$ cat config.mk
export PLATFORM = sky130hd
export DESIGN_NAME = stable_priority_queue
export DESIGN_NICKNAME = d
export VERILOG_FILES = /design/src/sv/spq_pkg.sv /design/src/sv/stable_priority_queue.sv /design/src/sv/spq_cell.sv
export SDC_FILE = /design/constraint.sdc
export NUM_CORES = 2
export LEC_CHECK = 0
export ABC_AREA = 1
export BUFFER_PORTS_ARGS = -buffer_cell sky130_fd_sc_hd__buf_2
export CAP_MARGIN = 20
export CORE_ASPECT_RATIO = 1.25
export CORE_MARGIN = 2
export CORE_UTILIZATION = 30
export CTS_CLUSTER_SIZE = 40
export DETAILED_ROUTE_END_ITERATION = 7
export GPL_TIMING_DRIVEN = 1
export HOLD_SLACK_MARGIN = 0.12
export PLACE_DENSITY = 0.49
export SLEW_MARGIN = 20
export SYNTH_ARGS = -nofsm -noshare
export SYNTH_HDL_FRONTEND = slang
export SYNTH_SLANG_ARGS = --single-unit
$ cat constraint.sdc
create_clock -name clk_i -period 4.9 [get_ports clk_i]
set_input_delay 0.245 -clock clk_i [delete_from_list [all_inputs] [get_ports clk_i]]
set_output_delay 0.245 -clock clk_i [all_outputs]
set_load 0.005 [all_outputs]
$ cat src/sv/spq_pkg.sv
// ----------------------------------------------------------------------------
// Stable priority queue package
// Default sizes, command and status codes, and the cell control bundle.
// ----------------------------------------------------------------------------
package spq_pkg;

  localparam int unsigned CAPACITY_DEF      = 16;
  localparam int unsigned DATA_BITS_DEF     = 32;
  localparam int unsigned PRIORITY_BITS_DEF = 16;

  typedef enum logic {
    CMD_INSERT = 1'b0,
    CMD_REMOVE = 1'b1
  } cmd_e;

  typedef enum logic [1:0] {
    STATUS_DONE  = 2'd0,
    STATUS_FULL  = 2'd1,
    STATUS_EMPTY = 2'd2
  } status_e;

  // Per-cycle command broadcast to every cell of the chain.
  typedef struct packed {
    logic ins;
    logic rem;
  } cell_ctrl_t;

endpackage

$ cat src/sv/stable_priority_queue.sv
// A result beat is registered and shows in the cycle after its command beat is accepted.
// One command beat per cycle unless stalled; all cells compare and shift in the same cycle.
// The cycle is set by one priority compare per cell plus the select of its next value.
// Reset clears the occupancy count and the output valid; slot contents are not cleared
// and slots at or above the occupancy count are never read.
// ----------------------------------------------------------------------------
// Stable priority queue
// Bounded sorted queue built as a chain of cells, highest priority at cell 0.
// ----------------------------------------------------------------------------
module stable_priority_queue #(
  parameter int unsigned CAPACITY      = spq_pkg::CAPACITY_DEF,
  parameter int unsigned DATA_BITS     = spq_pkg::DATA_BITS_DEF,
  parameter int unsigned PRIORITY_BITS = spq_pkg::PRIORITY_BITS_DEF,
  localparam int unsigned CNT_W        = $clog2(CAPACITY + 1)
) (
  input  logic                     clk_i,
  input  logic                     rst_ni,
  input  logic                     in_valid_i,
  output logic                     in_stall_o,
  input  logic                     cmd_i,
  input  logic [DATA_BITS-1:0]     entry_data_i,
  input  logic [PRIORITY_BITS-1:0] entry_priority_i,
  output logic                     out_valid_o,
  input  logic                     out_stall_i,
  output logic [DATA_BITS-1:0]     front_data_o,
  output logic [1:0]               status_o,
  output logic [CNT_W-1:0]         fill_count_o
);

  // The input side stalls only while a finished result is held back downstream,
  // so an unblocked output register lets a new command beat in every cycle.
  logic out_valid_q, out_valid_d;
  logic accept;
  assign in_stall_o = out_valid_q && out_stall_i;
  assign accept     = in_valid_i && !in_stall_o;

  logic [CNT_W-1:0] occ_q, occ_d;
  logic             full, empty;
  assign full  = (occ_q == CNT_W'(CAPACITY));
  assign empty = (occ_q == '0);

  // Command decode. An insert into a full queue and a remove from an empty one
  // leave every cell untouched.
  spq_pkg::cell_ctrl_t ctrl;
  logic                is_remove;
  assign is_remove = (cmd_i == spq_pkg::CMD_REMOVE);
  assign ctrl.ins  = accept && !is_remove && !full;
  assign ctrl.rem  = accept && is_remove && !empty;

  // Cell chain. Each cell sees its upper neighbor (toward the front) for
  // inserts and its lower neighbor for removes.
  logic [DATA_BITS-1:0]     cell_data [CAPACITY];
  logic [PRIORITY_BITS-1:0] cell_prio [CAPACITY];
  logic                     cell_ge   [CAPACITY];

  for (genvar i = 0; i < CAPACITY; i++) begin : g_cell
    logic                     prev_ge;
    logic [DATA_BITS-1:0]     prev_data, next_data;
    logic [PRIORITY_BITS-1:0] prev_prio, next_prio;

    if (i == 0) begin : g_front
      // Nothing is ahead of the front cell, so it loads the new entry when it yields.
      assign prev_ge   = 1'b1;
      assign prev_data = entry_data_i;
      assign prev_prio = entry_priority_i;
    end else begin : g_mid
      assign prev_ge   = cell_ge[i-1];
      assign prev_data = cell_data[i-1];
      assign prev_prio = cell_prio[i-1];
    end

    if (i == CAPACITY - 1) begin : g_back
      // The back cell becomes unused on a remove; its content does not matter.
      assign next_data = cell_data[i];
      assign next_prio = cell_prio[i];
    end else begin : g_inner
      assign next_data = cell_data[i+1];
      assign next_prio = cell_prio[i+1];
    end

    spq_cell #(
      .DATA_BITS     (DATA_BITS),
      .PRIORITY_BITS (PRIORITY_BITS)
    ) u_cell (
      .clk_i       (clk_i),
      .ctrl_i      (ctrl),
      .valid_i     (CNT_W'(i) < occ_q),
      .new_data_i  (entry_data_i),
      .new_prio_i  (entry_priority_i),
      .prev_ge_i   (prev_ge),
      .prev_data_i (prev_data),
      .prev_prio_i (prev_prio),
      .next_data_i (next_data),
      .next_prio_i (next_prio),
      .ge_o        (cell_ge[i]),
      .data_o      (cell_data[i]),
      .prio_o      (cell_prio[i])
    );
  end

  // Result of the current beat, computed from the state before the update.
  logic [DATA_BITS-1:0] front_data_q, front_data_d;
  spq_pkg::status_e     status_q, status_d;
  logic [CNT_W-1:0]     fill_count_q, fill_count_d;

  always_comb begin
    occ_d        = occ_q;
    front_data_d = front_data_q;
    status_d     = status_q;
    fill_count_d = fill_count_q;
    out_valid_d  = out_valid_q && out_stall_i;
    if (accept) begin
      out_valid_d  = 1'b1;
      front_data_d = '0;
      status_d     = spq_pkg::STATUS_DONE;
      if (is_remove) begin
        if (empty) begin
          status_d = spq_pkg::STATUS_EMPTY;
        end else begin
          front_data_d = cell_data[0];
          occ_d        = occ_q - CNT_W'(1);
        end
      end else begin
        if (full) begin
          status_d = spq_pkg::STATUS_FULL;
        end else begin
          occ_d = occ_q + CNT_W'(1);
        end
      end
      fill_count_d = occ_d;
    end
  end

  always_ff @(posedge clk_i or negedge rst_ni) begin
    if (!rst_ni) begin
      occ_q       <= '0;
      out_valid_q <= 1'b0;
    end else begin
      occ_q       <= occ_d;
      out_valid_q <= out_valid_d;
    end
  end

  always_ff @(posedge clk_i) begin
    front_data_q <= front_data_d;
    status_q     <= status_d;
    fill_count_q <= fill_count_d;
  end

  assign out_valid_o  = out_valid_q;
  assign front_data_o = front_data_q;
  assign status_o     = status_q;
  assign fill_count_o = fill_count_q;

endmodule

$ cat src/sv/spq_cell.sv
// ----------------------------------------------------------------------------
// Stable priority queue cell
// One slot of the sorted chain: keeps, loads the new entry, or takes a neighbor.
// ----------------------------------------------------------------------------
module spq_cell #(
  parameter int unsigned DATA_BITS     = spq_pkg::DATA_BITS_DEF,
  parameter int unsigned PRIORITY_BITS = spq_pkg::PRIORITY_BITS_DEF
) (
  input  logic                     clk_i,
  input  spq_pkg::cell_ctrl_t      ctrl_i,
  input  logic                     valid_i,
  input  logic [DATA_BITS-1:0]     new_data_i,
  input  logic [PRIORITY_BITS-1:0] new_prio_i,
  input  logic                     prev_ge_i,
  input  logic [DATA_BITS-1:0]     prev_data_i,
  input  logic [PRIORITY_BITS-1:0] prev_prio_i,
  input  logic [DATA_BITS-1:0]     next_data_i,
  input  logic [PRIORITY_BITS-1:0] next_prio_i,
  output logic                     ge_o,
  output logic [DATA_BITS-1:0]     data_o,
  output logic [PRIORITY_BITS-1:0] prio_o
);

  logic [DATA_BITS-1:0]     data_q, data_d;
  logic [PRIORITY_BITS-1:0] prio_q, prio_d;

  // A valid slot at or above the new priority stays ahead of the new entry.
  assign ge_o = valid_i && (prio_q >= new_prio_i);

  always_comb begin
    data_d = data_q;
    prio_d = prio_q;
    if (ctrl_i.ins) begin
      if (!ge_o) begin
        if (prev_ge_i) begin
          data_d = new_data_i;
          prio_d = new_prio_i;
        end else begin
          data_d = prev_data_i;
          prio_d = prev_prio_i;
        end
      end
    end else if (ctrl_i.rem) begin
      data_d = next_data_i;
      prio_d = next_prio_i;
    end
  end

  always_ff @(posedge clk_i) begin
    data_q <= data_d;
    prio_q <= prio_d;
  end

  assign data_o = data_q;
  assign prio_o = prio_q;

endmodule

Word level (Yosys, flattened, before mapping)

Cells that the tools add are included.

Bits of input ports: 53
Output and inout port bits: 41
Register bits after elaboration: 813
Logic and storage cells: 261

Magnitude comparators: 32
Add/sub/neg operators: 2
Reductions and logical operators: 45
Equality and inequality tests: 16
Muxes and demuxes: 127
Bitwise logic cells: 2

Operator list:

| cell                                               | count |
|---|---|
| two-way mux 32 bit                                 | 60 |
| two-way mux 16 bit                                 | 60 |
| greater-or-equal comparator 16 bit                 | 16 |
| < comparator 4 x 5 -> 1 bit (first input constant) | 8 |
| AND reduction 2 bit                                | 16 |
| != test 2 bit (second input constant)              | 15 |
| logical AND 1 bit                                  | 22 |
| < comparator 3 x 5 -> 1 bit (first input constant) | 4 |
| two-way mux 5 bit                                  | 3 |
| < comparator 1 x 5 -> 1 bit (first input constant) | 2 |
| < comparator 2 x 5 -> 1 bit (first input constant) | 2 |
| adder 5 x 1 -> 5 bit (second input constant)       | 1 |
| == test 5 bit (second input constant)              | 1 |
| logical NOT 5 bit                                  | 1 |
| subtractor 5 x 1 -> 5 bit (second input constant)  | 1 |
| logical NOT 1 bit                                  | 4 |
| two-way mux 2 bit                                  | 2 |
| two-way mux 1 bit                                  | 2 |
| NOT 1 bit                                          | 2 |
| nonzero test 2 bit                                 | 1 |
| OR reduction 2 bit                                 | 1 |

Depth between registers and ports, before layout

Depth after elaboration: 7
Gate-level depth with buffers: 17
Gate-level depth less buffers: 15

Hierarchy

From an unflattened synthesis, not the netlist that was laid out.

Cell total of the unflattened synthesis: 5,590
Area, all modules: 48,564.1 um^2

Modules (own cells, without submodules):

| module                | area an instance (um^2) | cells an instance | instances | seq. area each (um^2) |
|---|---|---|---|---|
| spq_cell              | 2,905.3                 | 336               | 16        | 1,441.4 |
| stable_priority_queue | 2,079.5                 | 214               | 1         | 1,321.3 |

Worst setup path before layout

Ideal clock, no wire load.

Path kind: reg-to-reg
From: reg occ_q[0]
To: reg g_cell[15].u_cell.data_q[0] (enable)
Library setup time: 0.469 ns
Buffers on the path: 2
Cell stages (with the launch flop): 10
Arrival: 3.945 ns
Path slack: 0.485 ns
Required time: 4.431 ns
Period minus slack after synthesis: 4.415 ns
Cell sequence: dfrtp_1 -> clkinv_1 -> ha_1 -> inv_1 -> nor2_4 -> nand3_1 -> nand2_2 -> buf_2 -> buf_1 -> a21oi_1

Longest elaborated chain between the ends: 4
Elaborated cells on any way between the ends: 7
Classes of those cells: 1 x order compare; 1 x eq/ne; 1 x bitwise; 4 x reduce/logical

Ends and longest elaborated chain:

| item                                                         | line                                                     | RTL |
|---|---|---|
| start, declared                                              | stable_priority_queue.sv:37                              | `logic [CNT_W-1:0] occ_q, occ_d;` |
| start signal, assigned                                       | stable_priority_queue.sv:136                             | `occ_q <= '0;` |
| start signal, assigned                                       | stable_priority_queue.sv:139                             | `occ_q <= occ_d;` |
| < comparator 4 x 5 -> 1 bit or == test 5 bit (tied branches) | stable_priority_queue.sv:87, stable_priority_queue.sv:39 |  |
| logical AND 1 bit or logical NOT 1 bit (tied branches)       | spq_cell.sv:28, stable_priority_queue.sv:47              |  |
| NOT 1 bit (no line) or logical AND 1 bit (tied branches)     | -                                                        |  |
| AND reduction 2 bit (no line) (*)                            | -                                                        |  |
| end signal, assigned                                         | spq_cell.sv:50                                           | `data_q <= data_d;` |
| end, declared                                                | spq_cell.sv:24                                           | `logic [DATA_BITS-1:0] data_q, data_d;` |

Every way passes the cells marked *; elsewhere a longest branch is shown, timed or not.
A chain may end at the register's enable or synchronous reset.

Final worst setup path

From: reg occ_q[0]
To: reg g_cell[1].u_cell.data_q[17] (data pin)

Longest elaborated chain between the ends: 5
Elaborated cells on any way between the ends: 8
Classes of those cells: 1 x order compare; 1 x eq/ne; 3 x mux; 3 x reduce/logical

Ends and longest elaborated chain:

| item                                  | line                        | RTL |
|---|---|---|
| < comparator 1 x 5 -> 1 bit           | stable_priority_queue.sv:87 | `.valid_i (CNT_W'(i) < occ_q),` |
| logical AND 1 bit                     | spq_cell.sv:28              | `assign ge_o = valid_i && (prio_q >= new_prio_i);` |
| two-way mux 32 bit                    | spq_cell.sv:35              | `if (prev_ge_i) begin` |
| two-way mux 32 bit                    | spq_cell.sv:34              | `if (!ge_o) begin` |
| two-way mux 32 bit (*)                | spq_cell.sv:33              | `if (ctrl_i.ins) begin` |
| named net g_cell[1].u_cell.data_d[17] | spq_cell.sv:24              |  |
| end signal, assigned                  | spq_cell.sv:50              |  |
| end, declared                         | spq_cell.sv:24              |  |

Mark *: on every way through the listed nets, which the timed path passes. The rest lies on a longest branch. The select of a mux whose other input is x is not followed.

==> metrics.cfg <==
[setup_path]
critPathSlowestCell=sky130_fd_sc_hd__buf_4
most_frequent_cp_cell=sky130_fd_sc_hd__nand2_1
worst_ep_required_ps=5490
worst-setup-path-type=reg -> reg
setup.worst_path.start_class=flop
arrival_time_at_the_worst_endpoint_ps=4670
crit_path_cell_trace=clkinv_1, ha_1, inv_1, nor2_4, nand3_1, nand2_8, buf_12, buf_4, nand2_1, nand2_1
end_kind=flop
max_stage_delay_on_crit_path_ps=960
crit_fanout=182

[place]
dpl.hpwl_um=103000
place_worst_setup_slack_ps=880
placed_area_mm2=0.0516
number_of_buffers_added_on_ports=93
gp_congestion=0.842
post-place-cells=8448

[yosys]
async_flop_share=0.00738
synth.top_cells.by_count=sky130_fd_sc_hd__nand2_1, sky130_fd_sc_hd__edfxtp_1, sky130_fd_sc_hd__inv_1
netlist_instances=6386
synth.area.top_cells=sky130_fd_sc_hd__edfxtp_1, sky130_fd_sc_hd__nand2_1, sky130_fd_sc_hd__ha_1
synth_ff_type=sky130_fd_sc_hd__edfxtp_1
synthesis.area_per_instance_um2=7.66
synth_fp_nets=6698
synth.cell_area_mm2=0.0489
yosys_warnings=0
synth_top_cell_area_share=0.495
yosys.cell_count.top_type=sky130_fd_sc_hd__nand2_1
register_bit_total_from_synthesis=813
seq_area_frac_synth=0.498
post_synth_num_cell_types=34
synth-edff-count=807
yosys.area.top_type=sky130_fd_sc_hd__edfxtp_1

[sta]
final.min_clock_period_ps=4080
setup_repair_after_global_routing_missed_its_margin=no
hold_violations=0
timing.final.ws_setup_ps=819
slew_viol_final=0
whs_ps=175
setup_tns_ps=0
timing.max_slew.rel_slack=0.271
worst_clock_skew_ps=36.2
fmax_mhz=245
setup_viol=0
worst_slew_pin_slew_ps=1090
final.period_utilization=0.833

[cells_and_area]
num-fill-cells=17309
postLayoutCellArea_mm2=0.0550
finish.net_count=6728
stdcell_count=8659
area_growth_syn_to_layout_pct=12.3
ratio_of_cells_with_drive_above_1_in_the_final_layout=0.0640
final_util=0.340

[drt]
drt_first_iter_violations=3071
tritonroute_pass_1_iters=5
wire_per_inst_um=19.6
avgViaCountPerCell=4.69
drt_drc_violations_left=0
dr_total_vias=40586
routed_wl_um=169000
antenna_violating_nets_post_route=0

[global_route]
antenna_found_initial=3
grt_max_degree=223
gr-usage-all-layers=0.201
gr-total-overflow=0
wire_length_of_the_first_global_routing_pass_um=253000
grt_pass1_vias=39479

[flow_run]
cap_viol_max_count=0

[pwr]
comb_power_share=0.321
ir_drop_uv=349
pwr-share-clk=0.272
net-switching-power_mw=9.89
cellPowerDensity_mw_per_mm2=468
pwr-share-seq=0.408
fin_total_pwr_mw=25.7
cell_internal_pwr_mw=15.8
leakage_nw=30.9
power.share.switching=0.385

[floorplanning]
die_h_um=456
die_area_mm2=0.166
ioPinCount=94
die_x_extent_um=365
rows=165
effective_utilization_at_floorplan=0.302
placeable_area_mm2=0.162

[clock_tree]
clk_pin_slew_ps=60
cts-resized-gates=0
clock_sink_count=813
cts_root_buffer=sky130_fd_sc_hd__clkbuf_16
tritoncts=done
clock_insertion_delay_worst_skew_ps=730
htreeDepth=3
tritoncts_buffer_count=93
clock_tree.buffer_depth=3

[outcome]
result_of_the_run=finished, final reports clean

[hold_path]
hold_class=in -> reg

==> flip-flops by register name, summed over array words and instances (netlist names) <==
| signal | count |
|---|---|
| g_cell.u_cell.data_o | 512 |
| fill_count_o | 5 |
| g_cell.u_cell.prio_o | 256 |
| front_data_o | 32 |
| occ_q | 5 |
| out_valid_o | 1 |
| status_o | 2 |
==> final timing paths <==
check                                                      start                               endpoint  slack (ps)  depth (start not counted)
setup / recovery                            occ_q[0]$_DFFE_PN0P_  g_cell[1].u_cell.data_o[17]$_DFFE_PP_         820                         10
hold / removal                              entry_priority_i[14]  g_cell[0].u_cell.prio_o[14]$_DFFE_PP_         170                          3
setup reg to reg                            occ_q[0]$_DFFE_PN0P_  g_cell[1].u_cell.data_o[17]$_DFFE_PP_         820                         10
hold reg to reg            g_cell[6].u_cell.data_o[10]$_DFFE_PP_  g_cell[5].u_cell.data_o[10]$_DFFE_PP_         520                          2
max in group asynchronous                                 rst_ni                   occ_q[4]$_DFFE_PN0P_        3940                          3
min in group asynchronous                                 rst_ni                  out_valid_o$_DFF_PN0_         570                          3
==> critical path, delay by kind of cell, from the launching register on <==
family                     cells  cell delay (ps)
and+or+nand+nor                5             1280
adders and majority gates      1              200
DFF                            1              490
buffers and inverters          4             1870
==> metal layers <==
metal,global-route usage,up-vias,share of wire
met4,0.0701,0,0.033
li1,-,19736,-
met1,0.261,19463,0.43
met5,0,-,0
met3,0.0288,230,0.059
met2,0.340,1157,0.48
==> cell usage in the layout (no fill, tap or decap), types with 3 or more instances in the layout <==
cell / instances
sky130_fd_sc_hd__a21boi_0: 10
sky130_fd_sc_hd__a21oi_1: 104
sky130_fd_sc_hd__buf_12: 16
sky130_fd_sc_hd__buf_2: 93
sky130_fd_sc_hd__buf_4: 76
sky130_fd_sc_hd__bufinv_16: 6
sky130_fd_sc_hd__clkbuf_1: 23
sky130_fd_sc_hd__clkbuf_16: 93
sky130_fd_sc_hd__clkbuf_8: 3
sky130_fd_sc_hd__clkinv_1: 18
sky130_fd_sc_hd__clkinv_2: 14
sky130_fd_sc_hd__clkinvlp_4: 3
sky130_fd_sc_hd__dfrtp_1: 6
sky130_fd_sc_hd__dlygate4sd3_1: 44
sky130_fd_sc_hd__edfxtp_1: 807
sky130_fd_sc_hd__ha_1: 259
sky130_fd_sc_hd__inv_1: 786
sky130_fd_sc_hd__inv_2: 4
sky130_fd_sc_hd__nand2_1: 3685
sky130_fd_sc_hd__nand2_2: 54
sky130_fd_sc_hd__nand2_4: 39
sky130_fd_sc_hd__nand3_1: 67
sky130_fd_sc_hd__nand4_1: 29
sky130_fd_sc_hd__nor2_1: 92
sky130_fd_sc_hd__nor3_1: 10
sky130_fd_sc_hd__o21a_1: 6
sky130_fd_sc_hd__o21ai_0: 51
sky130_fd_sc_hd__o21ai_1: 42
sky130_fd_sc_hd__o21bai_1: 24
==> area by class of cell <==
class / instances / area, um^2 / share of cell area
antenna: 2 / 5.00 / 0.0000910
timing repair buffer: 229 / 1800 / 0.0327
tap: 2171 / 2720 / 0.0494
clock inverter: 46 / 440 / 0.00801
clock buffer: 119 / 2450 / 0.0447
sequential: 813 / 24400 / 0.444
inverter: 792 / 2980 / 0.0542
multi-input combinational: 4487 / 20200 / 0.367
==> cells by family (layout without fill, tap and decap cells) <==
| logic type | Yosys count | in the layout | synth area share |
|---|---|---|---|
| buf+inv | 1086 | 1186 | 0.0923 |
| other cells | 0 | 2 | 0 |
| simple gates | 3982 | 3982 | 0.316 |
| flops | 813 | 813 | 0.498 |
| compound gates | 243 | 243 | 0.0272 |
| fa+ha+maj | 259 | 259 | 0.0662 |
| xor+xnor | 3 | 3 | 0.000537 |
==> repair_timing <==
item                                   in CTS  in global routing
endpoints found under the hold margin     559                  0
buffers inserted                            0                  0
hold buffers                               44                  0
==> power groups by stage <==
stage | combinational, mW | sequential [mW] | clock [mW]
floorplan | 5.22 | 10.3 | 0
global placement | 8.08 | 10.6 | 0
detailed placement | 8.19 | 10.6 | 0
CTS | 8.26 | 10.5 | 7.17
global route | 9.23 | 10.6 | 7.37
finish | 8.25 | 10.5 | 6.98
Note: power is estimated with default switching activity, not from simulation.
